--- config.mk ---
export PLATFORM = sky130hd
export DESIGN_NAME = ccomp_sqrt
export DESIGN_NICKNAME = d
export VERILOG_FILES = /design/src/rtl/ccomp_pkg.sv /design/src/rtl/ccomp_sqrt.sv
export SDC_FILE = /design/constraint.sdc
export NUM_CORES = 2
export LEC_CHECK = 0
export BUFFER_PORTS_ARGS = -buffer_cell sky130_fd_sc_hd__clkbuf_2
export CORE_MARGIN = 5
export CORE_UTILIZATION = 52
export DETAILED_ROUTE_END_ITERATION = 10
export GPL_TIMING_DRIVEN = 0
export PLACE_DENSITY = 0.78
export SLEW_MARGIN = 40
export SYNTH_ARGS = -nofsm -noshare
export SYNTH_HDL_FRONTEND = slang
export SYNTH_SLANG_ARGS = --single-unit
--- constraint.sdc ---
create_clock -name clk -period 118.5 [get_ports clk]
set_input_delay 29.625 -clock clk [delete_from_list [all_inputs] [get_ports clk]]
set_output_delay 29.625 -clock clk [all_outputs]
set_load 0.02 [all_outputs]
--- src/rtl/ccomp_pkg.sv ---
package ccomp_pkg;

  localparam int LANDSCAPE_WIDTH  = 448;
  localparam int LANDSCAPE_HEIGHT = 368;
  localparam int PANEL_ROW_PIXELS = 368;

  localparam int DIV_STEPS  = 16;
  localparam int SQRT_STEPS = 24;

  localparam logic [2:0] REG_START_X      = 3'd0;
  localparam logic [2:0] REG_START_Y      = 3'd1;
  localparam logic [2:0] REG_START_RADIUS = 3'd2;
  localparam logic [2:0] REG_END_X        = 3'd3;
  localparam logic [2:0] REG_END_Y        = 3'd4;
  localparam logic [2:0] REG_END_RADIUS   = 3'd5;
  localparam logic [2:0] REG_TARGET_GRAY  = 3'd6;

  // sideband that rides along the divider
  typedef struct packed {
    logic               vld;
    logic signed [17:0] ax;
    logic signed [17:0] ay;
    logic [7:0]         cur;
    logic               onscreen;
    logic [17:0]        pidx;
    logic               t_zero;
    logic               t_one;
  } div_side_t;

  // sideband that rides along the square root
  typedef struct packed {
    logic        vld;
    logic [16:0] rad;
    logic [7:0]  cur;
    logic        onscreen;
    logic [17:0] pidx;
  } sqrt_side_t;

  typedef struct packed {
    logic [33:0] rem;
    logic [15:0] quo;
  } div_step_t;

  typedef struct packed {
    logic [47:0] x;
    logic [47:0] res;
  } sqrt_step_t;

  // one restoring division step: one quotient bit
  function automatic div_step_t div_step(input logic [33:0] rem, input logic [15:0] quo,
                                         input logic [33:0] len2);
    logic [34:0] dbl;
    logic        ge;
    div_step_t   s;
    dbl   = {rem, 1'b0};
    ge    = (dbl >= {1'b0, len2});
    s.rem = ge ? 34'(dbl - {1'b0, len2}) : dbl[33:0];
    s.quo = {quo[14:0], ge};
    return s;
  endfunction

  // one digit of the bitwise square root
  function automatic sqrt_step_t sqrt_step(input logic [47:0] x, input logic [47:0] res,
                                           input logic [47:0] b);
    logic [47:0] sum;
    sqrt_step_t  s;
    sum = res + b;
    if (x >= sum) begin
      s.x   = x - sum;
      s.res = (res >> 1) + b;
    end else begin
      s.x   = x;
      s.res = res >> 1;
    end
    return s;
  endfunction

endpackage

--- src/rtl/ccomp_sqrt.sv ---
module ccomp_sqrt import ccomp_pkg::*; (
  input  logic        clk,
  input  logic        rst_n,
  input  logic        en,
  input  logic [47:0] in_n,
  input  sqrt_side_t  in_side,
  output logic [24:0] out_dist,
  output sqrt_side_t  out_side
);

  logic [47:0] x_r    [1:SQRT_STEPS];
  logic [47:0] res_r  [1:SQRT_STEPS];
  sqrt_side_t  side_r [1:SQRT_STEPS];
  sqrt_step_t  step_c [1:SQRT_STEPS];

  logic [24:0] dist_r;
  sqrt_side_t  fin_side_r;

  always_comb begin
    step_c[1] = sqrt_step(in_n, 48'd0, 48'd1 << (2 * SQRT_STEPS - 2));
    for (int k = 2; k <= SQRT_STEPS; k++) begin
      step_c[k] = sqrt_step(x_r[k-1], res_r[k-1], 48'd1 << (2 * (SQRT_STEPS - k)));
    end
  end

  always_ff @(posedge clk) begin
    if (!rst_n) begin
      for (int k = 1; k <= SQRT_STEPS; k++) begin
        side_r[k].vld <= 1'b0;
      end
      fin_side_r.vld <= 1'b0;
    end else if (en) begin
      x_r[1]    <= step_c[1].x;
      res_r[1]  <= step_c[1].res;
      side_r[1] <= in_side;
      for (int k = 2; k <= SQRT_STEPS; k++) begin
        x_r[k]    <= step_c[k].x;
        res_r[k]  <= step_c[k].res;
        side_r[k] <= side_r[k-1];
      end
      // round up when the remainder exceeds the root
      fin_side_r <= side_r[SQRT_STEPS];
      dist_r     <= {1'b0, res_r[SQRT_STEPS][23:0]}
                    + 25'(x_r[SQRT_STEPS] > res_r[SQRT_STEPS]);
    end
  end

  assign out_dist = dist_r;
  assign out_side = fin_side_r;

endmodule

* Word level (Yosys, flattened, before mapping)
Memories as Yosys holds them, arrays and structs flattened. Index checks and enable logic that the tools add are counted.
Storage, ports and cells: memories kept 3, register bits 70, logic and storage cells 182, bits in writable memories 3384, input bits 96, output and inout bits 70
Memory list:
- res_r | words 24, bits a word 48, rd ports 24, clocked after memory_dff 0, write ports 24, line ccomp_sqrt.sv:12 | logic [47:0] res_r [1:SQRT_STEPS];
- x_r | words 24, bits a word 48, rd ports 24, clocked after memory_dff 0, write ports 24, line ccomp_sqrt.sv:11 | logic [47:0] x_r [1:SQRT_STEPS];
- side_r | words 24, bits a word 45, rd ports 24, clocked after memory_dff 0, write ports 24, line ccomp_sqrt.sv:13 | sqrt_side_t side_r [1:SQRT_STEPS];
Cells by class: bitwise logic cells 24, reduce and logical (&&, ||, !) cells 1, magnitude comparators 25, mux-type cells 52, add/sub/neg operators 71
Operators by type and width (count):
- $mux 96 | 24
- $ge 48x48->1 | 23
- $sub 48x48->48 | 23
- $add 47x1->48 const B | 1
- $add 47x11->48 const B | 1
- $add 47x13->48 const B | 1
- $add 47x15->48 const B | 1
- $add 47x17->48 const B | 1
- $add 47x19->48 const B | 1
- $add 47x21->48 const B | 1
- $add 47x23->48 const B | 1
- $add 47x25->48 const B | 1
- $add 47x27->48 const B | 1
- $add 47x29->48 const B | 1
- $add 47x3->48 const B | 1
- $add 47x31->48 const B | 1
- $add 47x33->48 const B | 1
- $add 47x35->48 const B | 1
- $add 47x37->48 const B | 1
- $add 47x39->48 const B | 1
- $add 47x41->48 const B | 1
- $add 47x43->48 const B | 1
- $add 47x45->48 const B | 1
- $add 47x5->48 const B | 1
- other kinds (32) | 82

* Logic depth before layout (Yosys ltp)
depth after elaboration 4, depth in mapped cells 17, depth with buffers taken out 17

* Least setup slack after synthesis
OpenSTA, ideal clock, no wires.
path type input -> register, start point in rst_n, end point reg dist_r[0] (netlist: out_dist[0]), enable pin, required time 115.182 ns, setup slack 27.356 ns, stages 2, setup time 3.318 ns, arrival time 87.825 ns, path buffers 1, cell sequence clkbuf_1 > and2_1
Between the ends: word-level cells in the longest chain between the ends 1
RTL lines:
- start: declaration | line ccomp_sqrt.sv:3 | input logic rst_n,
- $reduce_and 2->1 (no source line)
- end signal: assignment | line ccomp_sqrt.sv:43 | dist_r <= {1'b0, res_r[SQRT_STEPS][23:0]}
- end: declaration | line ccomp_sqrt.sv:16 | logic [24:0] dist_r;
Every way passes these cells. A chain may end at the register's enable or synchronous reset.

==> flow_summary.json <==
{
  "ys.flop_type": "edfxtp_1",
  "cts_setup_buffers": 0,
  "drtIter0Drc": 3806,
  "ios": 166,
  "synth.top_cells.by_count": "2601 x edfxtp_1, 430 x inv_1, 386 x nand2_1",
  "layout_min_cycle_time_ns": 33.25,
  "rows": 165,
  "dp.cells": 9848,
  "cts_buffers": 284,
  "synthArstFlopShare_pct": 0,
  "fin_skew_ns": 0.0846,
  "relSlewSlack_pct": 41.9,
  "cts-htree-levels": 5,
  "maxSlewViolCount": 0,
  "ant_nets": 0,
  "path_class": "primary input to flop",
  "clkLatencyLatePin_ns": 0.92,
  "grt_antenna_before_repair": 0,
  "clkTransAtPathRegs_ns": 0.06,
  "drt-wirelength-per-cell_um": 19.7,
  "leakagePower_nw": 42.4,
  "synth_edf_count": 2601,
  "final_nets": 7908,
  "cts_hold_buf": 0,
  "cp_max_fo": 48,
  "diodes": 0,
  "final_hold_viol_count": 0,
  "ctsRootBufferMaster": "clkbuf_16",
  "fin_crit_sh_pct": 28.1,
  "worst_slew_pin_slew_ns": 0.849,
  "setup_viol": 0,
  "drive_gt1_share_pct": 9.54,
  "yosys.area.top_type": "edfxtp_1",
  "fillers": 14646,
  "timing.fmax_mhz": 30.1,
  "grt_start_max_net_pins": 49,
  "syn_area_um2": 106000,
  "grt_pass1_wl_um": 322000,
  "end_kind": "flop",
  "crit_start": "en",
  "postSynthCellCount": 6947,
  "synth.distinct_cells": 92,
  "yosysMostFrequentCell": "edfxtp_1",
  "area_growth_pct": 13.1,
  "avgViaCountPerCell": 5.56,
  "ys_ff_latch": 2602,
  "first_pass_iters": 6,
  "fin_cells": 10326,
  "grt_overflow": 0,
  "core_um2": 202000,
  "syn_area_per_cell_um2": 15.2,
  "clk_path_buf_depth": 4,
  "synth_area_leaders": "edfxtp_1 74%, ha_1 4.1%, xor2_1 2.4%, xnor2_1 2.1%, a21oi_1 1.5%",
  "grt_use_total_pct": 19.2,
  "fp.dieW_um": 461,
  "powerDensity_nw_per_um2": 16.9,
  "fin_tns_setup_ns": 0,
  "required_ns": 119.07,
  "grt_setup_unrepaired": "false",
  "grt_pass1_vias": 60174,
  "cts.sinks": 2602,
  "initial_core_util_pct": 52.3,
  "numPortBuffers": 164,
  "wirelength_um": 203000,
  "synth_fp_nets": 7393,
  "dieHeight_um": 461,
  "hold_slack_ns": 0.382,
  "cap_violations": 0,
  "synth.yosys.seq_area_share_pct": 73.8,
  "synth_top_area_share_pct": 73.8,
  "gp_congestion": 0.920,
  "run_status": "complete, no violations",
  "ctsResizeCount": 0,
  "fp.dieArea_um2": 213000,
  "ys.warnings.count": 0,
  "irDropWorstVdd_v": 0.0000162,
  "r2r-start": "res_r[0][1060]$_DFFE_PP_",
  "worstHoldPathType": "flop to flop",
  "hpwl_um": 140000,
  "holdCritStartpoint": "side_r[4][25]$_DFFE_PP_",
  "fin_total_pwr_mw": 2.02,
  "cts_tree": "yes",
  "vias": 57436,
  "critPathLaunchType": "primary input",
  "drc": 0,
  "final_util_pct": 59.2,
  "arrival_ns": 33.82
}
## critical path, cell delays in order
cell and delay, ns:
clkbuf_1 0.25, clkbuf_1 0.29, and2_4 0.42, buf_12 0.29
buf_12 0.29, buf_12 0.28, buf_12 0.27, buf_12 0.27
buf_12 0.28, buf_12 0.29, buf_12 0.26, buf_12 0.28
buf_12 0.28, buf_12 0.28
## through the flow
step                      cell area (um2)  setup slack [ns]
after detailed placement           111000             84.32
final                              120000             85.25
after floorplan                    106000             27.36
after global routing               120000             84.95
after CTS                          120000             85.27
after global placement             110000              9.81
## cell usage in the layout, fill, tap and decap left out, drive strengths merged, types with 14 or more instances in the layout
master,n
nor2,343
o21a,63
ha,350
a21oi,325
o31ai,37
or2,27
inv,440
a31oi,28
nand2,386
edfxtp,2601
and3,53
xor2,291
nor4,222
clkbuf,595
and2,19
o21bai,29
a21o,111
o211ai,28
nor3,184
a2111oi,15
nand4,94
nand3,104
mux2,30
a211oi,33
o21ai,279
or4,52
nor4b,30
a21boi,17
o41ai,14
nor2b,37
clkinv,116
or3,78
nand2b,64
buf,96
xnor2,254
nand3b,17
## cells by family after synthesis
logic type / share of synthesized area (%)
compound gates: 6.44
xor+xnor: 4.51
fa+ha+maj: 4.14
buf+inv: 2.05
flops: 73.8
mux: 0.445
simple gates: 8.65
## final cells by class
| type | count | area [um2] | area share (%) |
|---|---|---|---|
| Inverter | 435 | 1630 | 1.36 |
| Tap cell | 2672 | 3340 | 2.79 |
| Buffer | 125 | 533 | 0.445 |
| Multi-Input combinational cell | 3785 | 25700 | 21.5 |
| Clock inverter | 140 | 902 | 0.753 |
| Timing Repair Buffer | 229 | 2100 | 1.75 |
| Clock buffer | 338 | 7390 | 6.17 |
| Sequential cell | 2602 | 78100 | 65.2 |
## registers in the layout, summed over array words and instances (netlist names)
signal / cells
out_dist: 25
out_side: 45
res_r: 300
side_r: 1080
x_r: 1152
## routing by layer
| layer | global-route usage (%) | vias to the layer above | share of wire, % |
|---|---|---|---|
| met5 | 0 | - | 0 |
| met4 | 9.58 | 0 | 5.0 |
| met3 | 3.05 | 575 | 3.7 |
| met2 | 37.1 | 1511 | 55 |
| met1 | 19.9 | 27827 | 36 |
| li1 | - | 27523 | - |
## worst paths after layout
check,to,slack (ns),cells past startpoint
worst max register to register,x_r[0][1128]$_DFFE_PP_,114.16,10
worst min register to register,side_r[4][70]$_DFFE_PP_,0.38,0
worst max-delay path,res_r[0][373]$_DFFE_PP_,85.25,14
worst min-delay path,side_r[4][70]$_DFFE_PP_,0.38,0
## power breakdown
group          internal [mW]  total (mW)  switching [mW]
sequential              1.06        1.08          0.0210
clock                  0.460       0.796           0.337
combinational         0.0526       0.138          0.0852
total                   1.57        2.02           0.443
Note: power is estimated with default switching activity, not from simulation.
