### src/rtl/ccomp_pkg.sv
package ccomp_pkg;

  localparam int LANDSCAPE_WIDTH  = 448;
  localparam int LANDSCAPE_HEIGHT = 368;
  localparam int PANEL_ROW_PIXELS = 368;

  localparam int DIV_STEPS  = 16;
  localparam int SQRT_STEPS = 24;

  localparam logic [2:0] REG_START_X      = 3'd0;
  localparam logic [2:0] REG_START_Y      = 3'd1;
  localparam logic [2:0] REG_START_RADIUS = 3'd2;
  localparam logic [2:0] REG_END_X        = 3'd3;
  localparam logic [2:0] REG_END_Y        = 3'd4;
  localparam logic [2:0] REG_END_RADIUS   = 3'd5;
  localparam logic [2:0] REG_TARGET_GRAY  = 3'd6;

  // sideband that rides along the divider
  typedef struct packed {
    logic               vld;
    logic signed [17:0] ax;
    logic signed [17:0] ay;
    logic [7:0]         cur;
    logic               onscreen;
    logic [17:0]        pidx;
    logic               t_zero;
    logic               t_one;
  } div_side_t;

  // sideband that rides along the square root
  typedef struct packed {
    logic        vld;
    logic [16:0] rad;
    logic [7:0]  cur;
    logic        onscreen;
    logic [17:0] pidx;
  } sqrt_side_t;

  typedef struct packed {
    logic [33:0] rem;
    logic [15:0] quo;
  } div_step_t;

  typedef struct packed {
    logic [47:0] x;
    logic [47:0] res;
  } sqrt_step_t;

  // one restoring division step: one quotient bit
  function automatic div_step_t div_step(input logic [33:0] rem, input logic [15:0] quo,
                                         input logic [33:0] len2);
    logic [34:0] dbl;
    logic        ge;
    div_step_t   s;
    dbl   = {rem, 1'b0};
    ge    = (dbl >= {1'b0, len2});
    s.rem = ge ? 34'(dbl - {1'b0, len2}) : dbl[33:0];
    s.quo = {quo[14:0], ge};
    return s;
  endfunction

  // one digit of the bitwise square root
  function automatic sqrt_step_t sqrt_step(input logic [47:0] x, input logic [47:0] res,
                                           input logic [47:0] b);
    logic [47:0] sum;
    sqrt_step_t  s;
    sum = res + b;
    if (x >= sum) begin
      s.x   = x - sum;
      s.res = (res >> 1) + b;
    end else begin
      s.x   = x;
      s.res = res >> 1;
    end
    return s;
  endfunction

endpackage

### src/rtl/ccomp_div.sv
module ccomp_div import ccomp_pkg::*; (
  input  logic               clk,
  input  logic               rst_n,
  input  logic               en,
  input  logic signed [35:0] in_dot,
  input  logic [33:0]        in_len2,
  input  div_side_t          in_side,
  output logic [16:0]        out_t16,
  output div_side_t          out_side
);

  logic [33:0] rem_r  [1:DIV_STEPS];
  logic [15:0] quo_r  [1:DIV_STEPS];
  logic [33:0] len_r  [1:DIV_STEPS];
  div_side_t   side_r [1:DIV_STEPS];
  div_step_t   step_c [1:DIV_STEPS];

  logic [16:0] t16_r;
  div_side_t   fin_side_r;
  logic        rnd_c;

  always_comb begin
    step_c[1] = div_step(in_dot[33:0], 16'd0, in_len2);
    for (int k = 2; k <= DIV_STEPS; k++) begin
      step_c[k] = div_step(rem_r[k-1], quo_r[k-1], len_r[k-1]);
    end
  end

  always_ff @(posedge clk) begin
    if (!rst_n) begin
      for (int k = 1; k <= DIV_STEPS; k++) begin
        side_r[k].vld <= 1'b0;
      end
    end else if (en) begin
      rem_r[1]  <= step_c[1].rem;
      quo_r[1]  <= step_c[1].quo;
      len_r[1]  <= in_len2;
      side_r[1] <= in_side;
      for (int k = 2; k <= DIV_STEPS; k++) begin
        rem_r[k]  <= step_c[k].rem;
        quo_r[k]  <= step_c[k].quo;
        len_r[k]  <= len_r[k-1];
        side_r[k] <= side_r[k-1];
      end
    end
  end

  // round to nearest: add half the divisor to the remainder
  assign rnd_c = ({1'b0, rem_r[DIV_STEPS]} + {2'b0, len_r[DIV_STEPS][33:1]})
                 >= {1'b0, len_r[DIV_STEPS]};

  always_ff @(posedge clk) begin
    if (!rst_n) begin
      fin_side_r.vld <= 1'b0;
    end else if (en) begin
      fin_side_r <= side_r[DIV_STEPS];
      if (side_r[DIV_STEPS].t_zero) begin
        t16_r <= 17'd0;
      end else if (side_r[DIV_STEPS].t_one) begin
        t16_r <= 17'h10000;
      end else begin
        t16_r <= {1'b0, quo_r[DIV_STEPS]} + 17'(rnd_c);
      end
    end
  end

  assign out_t16  = t16_r;
  assign out_side = fin_side_r;

endmodule

### config.mk
export PLATFORM = sky130hd
export DESIGN_NAME = ccomp_div
export DESIGN_NICKNAME = d
export VERILOG_FILES = /design/src/rtl/ccomp_pkg.sv /design/src/rtl/ccomp_div.sv
export SDC_FILE = /design/constraint.sdc
export NUM_CORES = 2
export LEC_CHECK = 0
export CAP_MARGIN = 20
export CORE_MARGIN = 4
export CORE_UTILIZATION = 55
export CTS_CLUSTER_DIAMETER = 40
export DETAILED_ROUTE_END_ITERATION = 8
export DONT_BUFFER_PORTS = 1
export GPL_TIMING_DRIVEN = 0
export PLACE_DENSITY = 0.7
export SKIP_CTS_REPAIR_TIMING = 1
export SLEW_MARGIN = 40
export SYNTH_ARGS = -nofsm -noshare
export SYNTH_HDL_FRONTEND = slang
export SYNTH_SLANG_ARGS = --single-unit
### constraint.sdc
create_clock -name clk -period 83.2 [get_ports clk]
set_clock_uncertainty 0.15 [all_clocks]
set_input_delay 8.32 -clock clk [delete_from_list [all_inputs] [get_ports clk]]
set_output_delay 8.32 -clock clk [all_outputs]
set_load 0.1 [all_outputs]
== After elaboration in Yosys (flattened, before gate mapping) ==
Memories as Yosys holds them, arrays and structs flattened.
Cells that the tools add are included.

* Bits in registers: 83
* RAM bits: 2400
* Output and inout bits: 83
* Logic and storage cells: 104
* Memories kept: 4

{| class="wikitable"
|+ Memory list
! memory !! depth !! width !! rd ports !! clocked after Yosys merged registers in !! wr ports !! line !! text
|-
| side_r || 16 || 66 || 16 || 0 || 16 || ccomp_div.sv:15 || <nowiki>div_side_t side_r [1:DIV_STEPS];</nowiki>
|-
| len_r || 16 || 34 || 16 || 0 || 16 || ccomp_div.sv:14 || <nowiki>logic [33:0] len_r [1:DIV_STEPS];</nowiki>
|-
| rem_r || 16 || 34 || 16 || 0 || 16 || ccomp_div.sv:12 || <nowiki>logic [33:0] rem_r [1:DIV_STEPS];</nowiki>
|-
| quo_r || 16 || 16 || 16 || 0 || 16 || ccomp_div.sv:13 || <nowiki>logic [15:0] quo_r [1:DIV_STEPS];</nowiki>
|}

* $add $sub $neg: 18
* Order comparisons: 17
* Multiplexer cells: 37
* Bitwise gates (word level): 16
* Reduce and logical (&&, ||, !) cells: 2

{| class="wikitable"
|+ Operator list
! operator !! number
|-
| $ge 35x34->1 || 17
|-
| $mux 34 || 16
|-
| $sub 34x34->34 || 16
|-
| $add 34x33->35 || 1
|-
| $mux 1 || 20
|-
| $add 16x1->17 || 1
|-
| $mux 17 || 1
|-
| $or 1x1->1 || 16
|-
| $reduce_and 2->1 || 1
|-
| $reduce_or 2->1 || 1
|}

== Logic depth before layout (Yosys ltp) ==
An unclocked memory read counts as a cell.

* Depth after elaboration: 5
* Mapped depth: 30
* Mapped depth without buffers: 30

== Worst setup path after synthesis ==
Ideal clock, no wire load.

* Path kind: input -> register
* Start: in rst_n
* End: mem len_r[10][0] (enable)
* Setup time: 3.053 ns
* Arrival time: 61.330 ns
* Required time: 79.997 ns
* Path slack: 18.667 ns
* Stages on the path: 2
* Cell sequence: clkbuf_1 and2_1

{| class="wikitable"
|+ RTL lines
! what !! line !! text
|-
| from (decl) || ccomp_div.sv:3 || <nowiki>input logic rst_n,</nowiki>
|-
| to (decl) || ccomp_div.sv:14 ||
|}

==> summary.md <==
| Metric | Value |
|---|---|
| Fin. Hold Viols | 0 |
| FMAX | 0.0846 GHz |
| Worst VDD drop | 0.0272 mV |
| Clock-pin slew on the worst setup and hold paths | 0.06 ns |
| Via count | 62.0k |
| Worst min path class | reg2reg |
| FF/Latch Area | 0.0709 mm² |
| Vias in the first global route | 65.4k |
| Clk buf depth | 4 |
| Num CTS Buffers | 346 |
| Ratio of cells with drive above 1 in the final layout | 0.115 |
| Core area | 0.195 mm² |
| Clk sink count | 2363 |
| Multi-input logic area | 0.0338 mm² |
| Most used DFF post-synth | edfxtp_1 |
| Critical path arrival | 12.24 ns |
| RSZ-0062 raised after global routing | no |
| Ys Warns | 0 |
| Post-layout total power | 3.30 mW |
| Vias/cell | 5.51 |
| Number of enable flip-flop cells after synthesis | 2362 |
| Seq cells post-synth | 2363 |
| Sequential share of the synthesized area | 0.657 |
| CTS tree | built |
| 1st-iter DRT viols | 3993 |
| Fin cells | 11.3k |
| Placed cell count | 10.6k |
| Post-layout min period | 11.81 ns |
| Worst-margin pin slew | 0.934 ns |
| Routed wire length | 222 mm |
| Layout Utilization | 0.643 |
| DR pass1 iterations | 8 |
| Ys async rst share | 0 |
| CP Class | in2reg |
| Rel. slew slack | 0.377 |
| Top post-synthesis cells by area | edfxtp_1, ha_1, a21oi_1 |
| Mapped Cells | 7901 |
| Global route total overflow | 0 |
| Setup tns final | 0 ns |
| Finish-stage setup viols | 0 |
| Die height | 451 µm |
| H-tree depth | 5 |
| Tot GR Track Use | 0.216 |
| Synth-to-layout area growth | 16.2% |
| CP Launch Type | input port |
| Syn_nets | 8670 |
| Leak pwr | 48.6 nW |
| Synth area leader | edfxtp_1 |
| Clk_lat worst skew | 0.93 ns |
| IO Count | 222 |
| Gpl congestion | 0.985 |
| Placed cell area | 0.114 mm² |
| Post-DR wirelength/cell | 19.7 µm |
| Final period util | 0.142 |
| Post-route ant nets | 0 |
| Mean Syn Cell Area | 13.7 µm² |
| CP Capture Type | register |
| Nets | 9138 |
| Mapped Area | 0.108 mm² |
| Layout Cell Area excl Fill | 0.125 mm² |
| Data required, critical path | 83.62 ns |
| Number of core rows | 162 |
| First-pass GRT wire length | 346 mm |
| Residual DRC | 0 |
| Total die area | 0.203 mm² |
| Synth cell types | 78 |
| PD cells | 26.3 mW/mm² |
| Status | completed |
| Initial antenna violation count | 12 |
| Fillers | 14.1k |
| Max-cap violations | 0 |
| Largest net degree at the start of global routing | 49 |
| Max-slew violation count | 0 |
| Die W | 451 µm |
| Crit-path max FO | 44 |
| Top cell type's share of synthesized area | 0.657 |
| Initial Utilization | 0.554 |
| Post-DP HPWL | 160 mm |
| Port bufs | 0 |
| CTS root buf | clkbuf_16 |
==> critical path: stages <==
cell and delay [ns]:
clkbuf_1 0.30, clkbuf_1 0.32, and2_4 0.52, buf_12 0.28, buf_12 0.28, buf_12 0.27
buf_12 0.28, buf_12 0.23, buf_12 0.26, buf_12 0.27, buf_12 0.26, buf_12 0.24
buf_12 0.26
==> flip-flops by register name, summed over array words and instances, names as in the netlist <==
name      count
side_r     1056
len_r       544
rem_r       544
quo_r       136
out_side     66
out_t16      17
==> stage by stage <==
| step | worst slack, ns | hold slack [ns] |
|---|---|---|
| final | 71.39 | 0.204 |
| after global routing | 71.06 | 0.205 |
| after CTS | 71.41 | 0.201 |
| after detailed placement | 70.42 | 0.255 |
| after global placement | 1.11 | 0.250 |
| after floorplan | 18.67 | 0.250 |
==> placed cells by master, fill, tap and decap left out, types with 33 or more instances in the layout <==
cell and instances:
inv_6 35, mux2_2 241, nor2_1 439, xnor2_1 316
a31oi_1 48, nand2_1 373, a21o_1 330, buf_16 48
nor3_1 88, and3_1 62, nand2b_1 63, o21ai_0 373
nand3_1 102, edfxtp_1 2362, buf_12 58, nand4_1 96
clkinv_2 41, clkbuf_1 109, nor2b_1 92, and2_1 33
o21a_1 73, o21bai_1 75, clkbuf_16 355, clkinv_1 51
xor2_1 192, ha_1 613, a21oi_1 596, a211oi_1 40
bufinv_16 40, inv_1 749
==> synth_stat cells, types with 102 or more instances <==
master,number
nor2_1,439
xor2_1,192
a21o_1,330
o21ai_0,373
xnor2_1,316
edfxtp_1,2362
ha_1,613
mux2_2,241
inv_1,749
nand3_1,102
a21oi_1,596
nand2_1,373
==> layer usage <==
layer | routed length (µm) | track usage | share of wire
met4 | 16000 | 0.141 | 0.072
met1 | 76600 | 0.211 | 0.35
met3 | 7430 | 0.0314 | 0.034
met5 | 27 | 0 | 0.00012
met2 | 122000 | 0.420 | 0.55
==> path summary, 6_finish.rpt <==
kind                                     start             end  slack, ns  cells after the start
worst max-delay path                        en  side_r[0][170]      71.39                     13
worst min-delay path            side_r[0][811]  side_r[0][877]       0.20                      0
worst max register to register    len_r[16][2]     out_t16[14]      76.72                     25
worst min register to register  side_r[0][811]  side_r[0][877]       0.20                      0
==> power by group <==
| part | internal, mW | switching, mW |
|---|---|---|
| clock network | 0.896 | 0.522 |
| logic | 0.188 | 0.262 |
| registers | 1.40 | 0.0345 |
| total | 2.48 | 0.818 |
==> logic make-up (layout without fill, tap and decap cells) <==
kind of cell,after synthesis,after routing,share of synthesized area
flip-flops,2363,2363,0.657
AO/OA/AOI/OAI,1806,1806,0.105
AND/OR/NAND/NOR,1450,1450,0.0636
buffers and inverters,879,1607,0.0309
adder cells (fa/ha/maj),630,630,0.0742
XOR/XNOR,508,508,0.0412
multiplexers,265,265,0.0275
other,0,7,0
==> final cells by class <==
class / count / share of cell area
antenna: 7 / 0.000140
sequential: 2363 / 0.566
multi-input combinational: 4659 / 0.269
clock buffer: 374 / 0.0705
inverter: 749 / 0.0224
timing repair buffer: 120 / 0.0217
tap: 2624 / 0.0262
buffer: 130 / 0.00429
clock inverter: 234 / 0.0201
Power figures use the tool's default switching activity.
